[config.mk]
export PLATFORM = sky130hd
export DESIGN_NAME = sorted_set_mean_median_mode_top
export DESIGN_NICKNAME = d
export VERILOG_FILES = /design/src/ssmmm_pkg.sv /design/src/ssmmm_ram.sv /design/src/ssmmm_fifo.sv /design/src/ssmmm_core.sv /design/src/sorted_set_mean_median_mode_top.sv
export SDC_FILE = /design/constraint.sdc
export NUM_CORES = 2
export LEC_CHECK = 0
export BUFFER_PORTS_ARGS = -buffer_cell sky130_fd_sc_hd__clkbuf_2
export CAP_MARGIN = 20
export CELL_PAD_IN_SITES_DETAIL_PLACEMENT = 1
export CELL_PAD_IN_SITES_GLOBAL_PLACEMENT = 1
export CORE_ASPECT_RATIO = 2
export CORE_UTILIZATION = 50
export CTS_BUF_LIST = sky130_fd_sc_hd__clkbuf_4
export DETAILED_ROUTE_END_ITERATION = 12
export GPL_ROUTABILITY_DRIVEN = 0
export PLACE_DENSITY_LB_ADDON = 0.1
export SKIP_LAST_GASP = 1
export SYNTH_ARGS = -nofsm -noshare
export SYNTH_HDL_FRONTEND = slang
export SYNTH_HIERARCHICAL = 1
export SYNTH_SLANG_ARGS = --single-unit
[constraint.sdc]
create_clock -name i_clk -period 14.04 [get_ports i_clk]
set_clock_uncertainty 0.2 [all_clocks]
set_input_delay 1.404 -clock i_clk [delete_from_list [all_inputs] [get_ports i_clk]]
set_output_delay 1.404 -clock i_clk [all_outputs]
set_load 0.05 [all_outputs]
[src/ssmmm_pkg.sv]
// Package for the set statistics block: shared types and constants.
// No dependencies; used by ssmmm_fifo, ssmmm_core and the top level.
package ssmmm_pkg;
    localparam int RESULT_CAP = 32;

    typedef struct packed {
        logic [15:0] sample;
        logic        final_item;
    } t_item;
endpackage

[src/ssmmm_ram.sv]
// Generic single-port-write, single-read RAM with registered read data.
// No dependencies.
module ssmmm_ram #(
    parameter int WIDTH = 16,
    parameter int DEPTH = 32
) (
    input  logic                     i_clk,
    input  logic                     i_we,
    input  logic [$clog2(DEPTH)-1:0] i_waddr,
    input  logic [WIDTH-1:0]         i_wdata,
    input  logic [$clog2(DEPTH)-1:0] i_raddr,
    output logic [WIDTH-1:0]         o_rdata
);
    logic [WIDTH-1:0] r_mem [DEPTH];

    always_ff @(posedge i_clk) begin
        if (i_we) begin
            r_mem[i_waddr] <= i_wdata;
        end
        o_rdata <= r_mem[i_raddr];
    end
endmodule

[src/ssmmm_fifo.sv]
// Two-entry queue between the accepting front and the computing back part.
// Depends on ssmmm_pkg.
module ssmmm_fifo import ssmmm_pkg::*; (
    input  logic  i_clk,
    input  logic  i_rst_n,
    input  logic  i_valid,
    output logic  o_stall,
    input  t_item i_item,
    output logic  o_valid,
    input  logic  i_stall,
    output t_item o_item
);
    t_item      r_q [2];
    logic       r_rd, r_wr;
    logic [1:0] r_cnt;
    logic       w_push, w_pop;

    assign o_stall = (r_cnt == 2'd2);
    assign o_valid = (r_cnt != 2'd0);
    assign o_item  = r_q[r_rd];
    assign w_push  = i_valid && !o_stall;
    assign w_pop   = o_valid && !i_stall;

    always_ff @(posedge i_clk) begin
        if (w_push) begin
            r_q[r_wr] <= i_item;
        end
        if (!i_rst_n) begin
            r_rd  <= 1'b0;
            r_wr  <= 1'b0;
            r_cnt <= 2'd0;
        end else begin
            if (w_push) r_wr <= !r_wr;
            if (w_pop) r_rd <= !r_rd;
            r_cnt <= r_cnt + {1'b0, w_push} - {1'b0, w_pop};
        end
    end
endmodule

[src/ssmmm_core.sv]
// Back part: stores samples, sorts by selection sort, computes mean, median,
// modes and emits one result per mode, at most RESULT_CAP. Depends on ssmmm_pkg and ssmmm_ram.
module ssmmm_core import ssmmm_pkg::*; #(
    parameter int MAX_VALUES = 32,
    parameter int VALUE_BITS = 16
) (
    input  logic        i_clk,
    input  logic        i_rst_n,
    input  logic        i_valid,
    output logic        o_stall,
    input  t_item       i_item,
    output logic        o_valid,
    input  logic        i_stall,
    output logic [5:0]  o_set_size,
    output logic [23:0] o_mean_q8,
    output logic [15:0] o_median_value,
    output logic [15:0] o_mode_value,
    output logic [5:0]  o_mode_total,
    output logic        o_dropped_flag,
    output logic        o_last_result
);
    localparam int AW = $clog2(MAX_VALUES);
    localparam int CW = $clog2(MAX_VALUES + 1);
    localparam int SW = VALUE_BITS + CW;
    localparam int DW = SW + 8;

    localparam logic [3:0] S_LOAD = 4'd0, S_SA = 4'd1, S_SB = 4'd2, S_SC = 4'd3,
                           S_SW1 = 4'd4, S_SW2 = 4'd5, S_DIV = 4'd6, S_MED1 = 4'd7,
                           S_MED2 = 4'd8, S_SCAN = 4'd9, S_SCANW = 4'd10,
                           S_EMIT = 4'd11, S_EOUT = 4'd12, S_MRD = 4'd13;

    logic [3:0]            r_st;
    logic [CW-1:0]         r_n, r_a, r_b, r_m, r_modes, r_i;
    logic                  r_ovf;
    logic [VALUE_BITS-1:0] r_minv, r_va, r_cur, r_lo;
    logic [CW-1:0]         r_run, r_best;
    logic [SW-1:0]         r_sum;
    logic [DW-1:0]         r_rem, r_quo;
    logic [5:0]            r_dcnt;
    logic [VALUE_BITS:0]   r_med;

    logic                  w_we, w_mwe;
    logic [AW-1:0]         w_waddr, w_raddr, w_mwaddr, w_mraddr;
    logic [VALUE_BITS-1:0] w_wdata, w_rdata, w_mwdata, w_mrdata;
    logic [DW-1:0]         w_trial;
    logic [CW-1:0]         w_run;

    ssmmm_ram #(.WIDTH(VALUE_BITS), .DEPTH(MAX_VALUES)) u_vals (
        .i_clk(i_clk), .i_we(w_we), .i_waddr(w_waddr), .i_wdata(w_wdata),
        .i_raddr(w_raddr), .o_rdata(w_rdata));
    ssmmm_ram #(.WIDTH(VALUE_BITS), .DEPTH(MAX_VALUES)) u_modes (
        .i_clk(i_clk), .i_we(w_mwe), .i_waddr(w_mwaddr), .i_wdata(w_mwdata),
        .i_raddr(w_mraddr), .o_rdata(w_mrdata));

    assign o_stall = (r_st != S_LOAD);
    assign w_run   = (r_i != '0 && w_rdata == r_cur) ? r_run + 1'b1 : CW'(1);
    assign w_trial = {r_rem[DW-2:0], r_quo[DW-1]} - DW'(r_n);

    always_comb begin
        w_we    = 1'b0;
        w_waddr = r_n[AW-1:0];
        w_wdata = VALUE_BITS'(i_item.sample);
        w_raddr = r_b[AW-1:0];
        if (r_st == S_LOAD) begin
            w_we = i_valid && (r_n != CW'(MAX_VALUES));
        end else if (r_st == S_SW1) begin
            w_we = 1'b1; w_waddr = r_m[AW-1:0]; w_wdata = r_va;
        end else if (r_st == S_SW2) begin
            w_we = 1'b1; w_waddr = r_a[AW-1:0]; w_wdata = r_minv;
        end
        w_mwe    = (r_st == S_SCANW) && (w_run >= r_best);
        w_mwaddr = (w_run > r_best) ? '0 : r_modes[AW-1:0];
        w_mwdata = w_rdata;
        w_mraddr = r_i[AW-1:0];
    end

    always_ff @(posedge i_clk) begin
        if (!i_rst_n) begin
            r_st <= S_LOAD; r_n <= '0; r_ovf <= 1'b0; o_valid <= 1'b0;
        end else begin
            case (r_st)
                S_LOAD: if (i_valid) begin
                    if (r_n != CW'(MAX_VALUES)) r_n <= r_n + 1'b1;
                    else r_ovf <= 1'b1;
                    if (i_item.final_item) begin
                        r_st <= S_SA; r_a <= '0; r_b <= '0; r_sum <= '0;
                    end
                end
                S_SA: begin
                    // Read issued for position a; it becomes the first minimum.
                    if (r_a == r_n) begin
                        r_st <= S_DIV; r_rem <= '0;
                        r_quo <= {r_sum, 8'd0}; r_dcnt <= 6'(DW);
                    end else begin
                        r_st <= S_SB; r_b <= r_a + 1'b1;
                    end
                end
                S_SB: begin
                    r_va <= w_rdata; r_minv <= w_rdata; r_m <= r_a;
                    r_st <= S_SC; r_b <= r_b + 1'b1;
                end
                S_SC: begin
                    // w_rdata holds the element at b-1.
                    if (r_b - 1'b1 < r_n) begin
                        if (w_rdata < r_minv) begin
                            r_minv <= w_rdata; r_m <= r_b - 1'b1;
                        end
                        r_b <= r_b + 1'b1;
                    end else begin
                        r_st <= S_SW1;
                    end
                end
                S_SW1: r_st <= S_SW2;
                S_SW2: begin
                    r_sum <= r_sum + SW'(r_minv);
                    r_a <= r_a + 1'b1; r_b <= r_a + 1'b1; r_st <= S_SA;
                end
                S_DIV: begin
                    // Restoring division, one quotient bit per cycle.
                    if (r_dcnt == '0) begin
                        r_st <= S_MED1; r_b <= {1'b0, r_n[CW-1:1]} - CW'(r_n[0] ? 0 : 1);
                    end else begin
                        r_dcnt <= r_dcnt - 1'b1;
                        if (!w_trial[DW-1] || r_rem[DW-1]) begin
                            r_rem <= w_trial; r_quo <= {r_quo[DW-2:0], 1'b1};
                        end else begin
                            r_rem <= {r_rem[DW-2:0], r_quo[DW-1]};
                            r_quo <= {r_quo[DW-2:0], 1'b0};
                        end
                    end
                end
                S_MED1: begin
                    r_b <= {1'b0, r_n[CW-1:1]}; r_st <= S_MED2;
                end
                S_MED2: begin
                    r_lo <= w_rdata; r_st <= S_SCAN; r_b <= '0;
                end
                S_SCAN: begin
                    if (r_n[0]) r_med <= {1'b0, w_rdata};
                    else r_med <= ({1'b0, w_rdata} + {1'b0, r_lo}) >> 1;
                    r_i <= '0; r_run <= '0; r_best <= CW'(1); r_modes <= '0;
                    r_b <= '0; r_st <= S_SCANW;
                end
                S_SCANW: begin
                    // Data for index b-1 arrives in the cycle after its address.
                    if (r_b == '0) begin
                        r_b <= r_b + 1'b1;
                    end else begin
                        r_cur <= w_rdata; r_run <= w_run;
                        if (w_run > r_best) begin
                            r_best <= w_run; r_modes <= CW'(1);
                        end else if (w_run == r_best) begin
                            r_modes <= r_modes + 1'b1;
                        end
                        r_i <= r_i + 1'b1;
                        if (r_i + 1'b1 == r_n) r_st <= S_EMIT;
                        else r_b <= r_b + 1'b1;
                    end
                end
                S_EMIT: begin
                    r_i <= '0; r_st <= S_MRD;
                end
                S_MRD: r_st <= S_EOUT;
                S_EOUT: begin
                    if (!o_valid || !i_stall) begin
                        o_valid <= 1'b1;
                        o_set_size <= 6'(r_n);
                        o_mean_q8 <= 24'(r_quo);
                        o_median_value <= 16'(r_med[VALUE_BITS-1:0]);
                        o_mode_value <= 16'(w_mrdata);
                        o_mode_total <= 6'(r_modes);
                        o_dropped_flag <= r_ovf;
                        o_last_result <= (r_i + 1'b1 == r_modes) ||
                                         (r_i + 1'b1 == CW'(RESULT_CAP));
                        if ((r_i + 1'b1 == r_modes) || (r_i + 1'b1 == CW'(RESULT_CAP))) begin
                            r_st <= S_LOAD; r_n <= '0; r_ovf <= 1'b0;
                        end else begin
                            r_i <= r_i + 1'b1; r_st <= S_MRD;
                        end
                    end
                end
                default: r_st <= S_LOAD;
            endcase
            if (o_valid && !i_stall && !(r_st == S_EOUT)) o_valid <= 1'b0;
        end
    end
endmodule

[src/sorted_set_mean_median_mode_top.sv]
// Top level of the set statistics block: front queue and computing core.
// Depends on ssmmm_pkg, ssmmm_fifo and ssmmm_core.
//
// Usage: samples enter on i_sample with i_valid; i_final_item marks the
// last sample of a set. An item is accepted when i_valid is high and
// o_stall is low. Samples beyond MAX_VALUES are dropped and flagged.
// After the final item the core sorts the set by selection sort (each
// pass finds the minimum of the unsorted rest and swaps it into place),
// divides for the mean one quotient bit per cycle, scans for modes
// and then sends one result per mode, ascending, at most RESULT_CAP.
// Loading never stalls the queue, so throughput is set by the sort
// loop on the value memory, which has one write and one read port.
// A two-entry queue in front accepts until full while the core is busy.
// Results appear on o_valid; while i_stall is high the result holds.
// Reset (synchronous, active low) empties the queue and the set.
module sorted_set_mean_median_mode_top import ssmmm_pkg::*; #(
    parameter int MAX_VALUES = 32,
    parameter int VALUE_BITS = 16
) (
    input  logic        i_clk,
    input  logic        i_rst_n,
    input  logic        i_valid,
    output logic        o_stall,
    input  logic [15:0] i_sample,
    input  logic        i_final_item,
    output logic        o_valid,
    input  logic        i_stall,
    output logic [5:0]  o_set_size,
    output logic [23:0] o_mean_q8,
    output logic [15:0] o_median_value,
    output logic [15:0] o_mode_value,
    output logic [5:0]  o_mode_total,
    output logic        o_dropped_flag,
    output logic        o_last_result
);
    t_item w_in, w_q;
    logic  w_qv, w_qs;

    assign w_in.sample     = i_sample;
    assign w_in.final_item = i_final_item;

    ssmmm_fifo u_fifo (
        .i_clk(i_clk), .i_rst_n(i_rst_n), .i_valid(i_valid), .o_stall(o_stall),
        .i_item(w_in), .o_valid(w_qv), .i_stall(w_qs), .o_item(w_q));

    ssmmm_core #(.MAX_VALUES(MAX_VALUES), .VALUE_BITS(VALUE_BITS)) u_core (
        .i_clk(i_clk), .i_rst_n(i_rst_n), .i_valid(w_qv), .o_stall(w_qs),
        .i_item(w_q), .o_valid(o_valid), .i_stall(i_stall),
        .o_set_size(o_set_size), .o_mean_q8(o_mean_q8),
        .o_median_value(o_median_value), .o_mode_value(o_mode_value),
        .o_mode_total(o_mode_total), .o_dropped_flag(o_dropped_flag),
        .o_last_result(o_last_result));
endmodule
==> summary.txt <==
Detailed routing
  • WL per Instance: about 28 um
  • Post-Route WL: ~160000 um
  • Drt drc: 0
  • DR iter-0 viols: around 2000
  • Via-to-Cell Ratio: just under 6
  • Antenna-violating nets left: 0
  • Vias: around 34000
  • Pre-antenna DRT Iters: 5

Floorplan
  • Std-Cell Rows: roughly 180
  • Starting Density: 0.504
  • Core Region: around 0.11 sq mm
  • Die Y: a little under 500 um
  • Die area: around 0.12 sq mm
  • IO Pins: 93
  • Overall die width: between 200 and 250 um

STA
  • Fmax: 0.168 GHz
  • Hold Violations, Final: 0
  • Hold slack: between 150 and 200 ps
  • Final Slew Violations: 0
  • Final period util: 0.425
  • Unrepaired setup endpoints after global routing: no
  • Worst-Margin Slew: 1220 ps
  • Setup ws final: just over 8000 ps
  • Tmin final: around 6000 ps
  • Endpoints failing setup: 0
  • Slew margin rel.: 0.177
  • Setup TNS: 0 ps

Layout
  • FILL cells: 10900
  • Area of the multi-input gates: about 0.015 sq mm
  • Core Util, Final: 0.560
  • Final Instance Area: approximately 0.064 sq mm
  • Register area: approximately 0.041 sq mm
  • Layout net count: about 4100
  • Syn-to-layout area delta: 11.1%
  • Layout cells sized above 1: 0.196

Synthesis
  • Synth area leaders: edfxtp_1 (70%), mux2i_1 (9.5%), dfxtp_1 (1.7%), a22oi_1 (1.7%), ha_1 (1.7%)
  • Ys flop type: edfxtp_1
  • Count of cell types in the netlist: between 70 and 80
  • Synth Warn #: 6
  • Synth Register Bits: roughly 1400
  • Leading area contributor after synthesis: edfxtp_1
  • Synth top area share: 0.699
  • Async S/R FF share, synth: 0
  • Syn nets: 3771
  • Synth Cell Area: about 0.057 sq mm
  • Seq/Total Area, Yosys: 0.716
  • Mapped Cells: around 3700
  • Post-synth EDFFs: between 1000 and 1500
  • Mean post-synth cell area: about 16 sq um

GRT
  • Initial antenna violation count: 7
  • Largest net degree at the start of global routing: just over 70
  • Vias in the first global route: about 37000
  • First-pass GRT wire length: about 230000 um
  • Grt total ovfl: 0
  • GRT Util Overall: 0.278

Critical path
  • Kind of critical path: flop to flop
  • R2R depth: 15
  • Cell chain of the critical path: buf_4, xnor2_1, nand4_1, nor3_1, nand3_1, nor2_1, ha_1, a21o_1, a21o_1, a221oi_1, a31oi_1, nor2b_1, or3b_2, nor2_1, buf_6
  • R2r startpoint: u_core/u_vals/o_rdata[13]$_DFF_P_
  • Worst Setup End Kind: flop
  • Critical Path Source Type: flop
  • R2r endpoint: u_core/u_modes/r_mem[16][3]$_DFFE_PP_
  • Worst R2R Setup Slack: about 8000 ps
  • Critical path depth: 15
  • Crit path buffers/inverters: 2
  • Max incr delay on CP: 750 ps
  • Critical Path RT: 14720 ps
  • Crit-path leading delay family: simple AND/OR/NAND/NOR gates
  • Worst Path Max Fanout: 40
  • Critical path data arrival time: 6640 ps
  • Critical path's slowest cell: nor2b_1

Pwr
  • P per Cell Area: 172 mW/mm^2
  • Peak supply drop: 0.128 mV
  • P_leak: 22.8 nW

Min path
  • WHS Endpoint: u_core/o_mode_value[1]$_DFFE_PP_
  • Worst hold path class: flop to flop
  • Hold depth: 0
  • Hold Crit Start: u_core/u_modes/o_rdata[1]$_DFF_P_

Clock network
  • Quantity of gates resized following cts: 0
  • Worst-skew pair later-pin latency: 1220 ps
  • Cts bufs inserted: 323
  • Clock-pin slew on the worst setup and hold paths: approximately 70 ps
  • Post-CTS setup buffers: 0
  • CTS sink cnt: 1386
  • H-Tree Level Count: 5
  • Clock Path Buffers: 4
  • CTS Hold Bufs: 0
  • TritonCTS clock tree: yes
  • Clock root cell: clkbuf_4

Placed design
  • Placed Area: about 0.06 sq mm
  • PortBufs: a little over 90
  • Pre-CTS WS: between 8000 and 9000 ps
  • Dpl hpwl: 106000 um

Status
  • Status: finished, final reports clean

Run
  • Maxcap violations: 0
-- per-layer routing --
| layer | GRT usage | vias up | routed length, um |
|---|---|---|---|
| met5 | 0 | - | 13 |
| met4 | 0.198 | 2 | 12000 |
| met3 | 0.0478 | 399 | 6110 |
| met2 | 0.523 | 979 | 89000 |
| met1 | 0.273 | 17200 | 54800 |
| li1 | - | 15100 | - |
-- synth_stat cells, drive strengths merged, types with 5 or more instances --
cell type and count:
nand2b 19, nand2 209, nor2 211, a22oi 130, ha 78, or3 23, mux2 18, nand4 44
nand3b 11, dfxtp 49, and3 11, edfxtp 1337, clkbuf 58, or3b 6, and2 19, o31ai 9
xnor2 59, xor2 41, o21ai 75, nor2b 25, nand3 101, a22o 64, a31oi 39, inv 57
nor4 8, a211oi 12, a21o 12, buf 117, or2 14, o21a 9, nor3 58, mux2i 543
a21oi 147, or4 7, o211ai 5
-- state kept, by name (all words and copies together), names as in the netlist, 16 cells and up, named ones only --
| signal | cells |
|---|---|
| u_core/r_quo | 30 |
| u_core/o_mode_value | 16 |
| u_core/r_rem | 30 |
| u_core/r_sum | 22 |
| u_core/r_cur | 16 |
| u_core/o_mean_q8 | 24 |
| u_core/u_vals/r_mem | 512 |
| u_core/u_vals/o_rdata | 16 |
| u_fifo/r_q | 34 |
| u_core/o_median_value | 16 |
| u_core/u_modes/r_mem | 512 |
| u_core/r_lo | 16 |
| u_core/r_va | 16 |
| u_core/r_med | 16 |
| u_core/r_minv | 16 |
| u_core/u_modes/o_rdata | 16 |
-- kinds of logic (layout without fill, tap and decap cells) --
kind of cell               after synthesis  in the layout  synth area share
muxes                                  561            561            0.0982
buffers and inverters                  233            825            0.0258
xor gates and xnor gates               100            100            0.0153
AOI/OAI and AO/OA                      533            533            0.0614
adders and majority gates               81             81            0.0180
other                                    0             27                 0
DFF                                   1386           1386             0.716
and+or+nand+nor                        775            775            0.0649
-- cell usage in the layout (no fill, tap or decap), drive strengths merged, types with 60 or more instances in the layout --
master and instances:
o21ai 75, a21oi 147, nor2 211, nand3 101, a22o 64, mux2i 543, edfxtp 1337, buf 134
a22oi 130, inv 60, nand2 209, ha 78, clkbuf 568
-- worst max path at each step --
stage / from / end
final: u_core/u_vals/o_rdata[13]$_DFF_P_ / u_core/u_modes/r_mem[16][3]$_DFFE_PP_
after global routing: u_core/u_vals/o_rdata[13]$_DFF_P_ / u_core/u_modes/r_mem[16][3]$_DFFE_PP_
after CTS: u_core/u_vals/o_rdata[13]$_DFF_P_ / u_core/u_modes/r_mem[16][3]$_DFFE_PP_
after detailed placement: u_core/u_vals/o_rdata[13]$_DFF_P_ / u_core/u_modes/r_mem[16][0]$_DFFE_PP_
after global placement: u_core/u_vals/o_rdata[13]$_DFF_P_ / u_core/u_modes/r_mem[19][5]$_DFFE_PP_
after floorplan: u_core/u_vals/o_rdata[0]$_DFF_P_ / u_core/u_modes/r_mem[18][0]$_DFFE_PP_
-- power by group --
group | leakage (nW) | internal, mW | switching [mW]
clock network | 2.38 | 1.62 | 1.54
registers | 12.5 | 5.16 | 0.123
logic | 7.89 | 0.713 | 1.83
total | 22.8 | 7.50 | 3.49
-- area by class of cell --
class                           instances  share of cell area
Clock buffer                          476              0.0560
Antenna cell                           27             0.00106
Multi-Input combinational cell       2050               0.235
Inverter                               58             0.00341
Tap cell                             1504              0.0295
Clock inverter                         65             0.00569
Sequential cell                      1386               0.645
Timing Repair Buffer                  226              0.0245
-- stage by stage --
stage	std cells	power (mW)
5_1_grt	5790	11.4
3_3_place_gp	5209	7.82
3_5_place_dp	5221	7.93
6_report	5792	11.0
4_1_cts	5762	11.1
2_1_floorplan	3669	6.79
No activity file was read; power rests on OpenSTA's default activity.
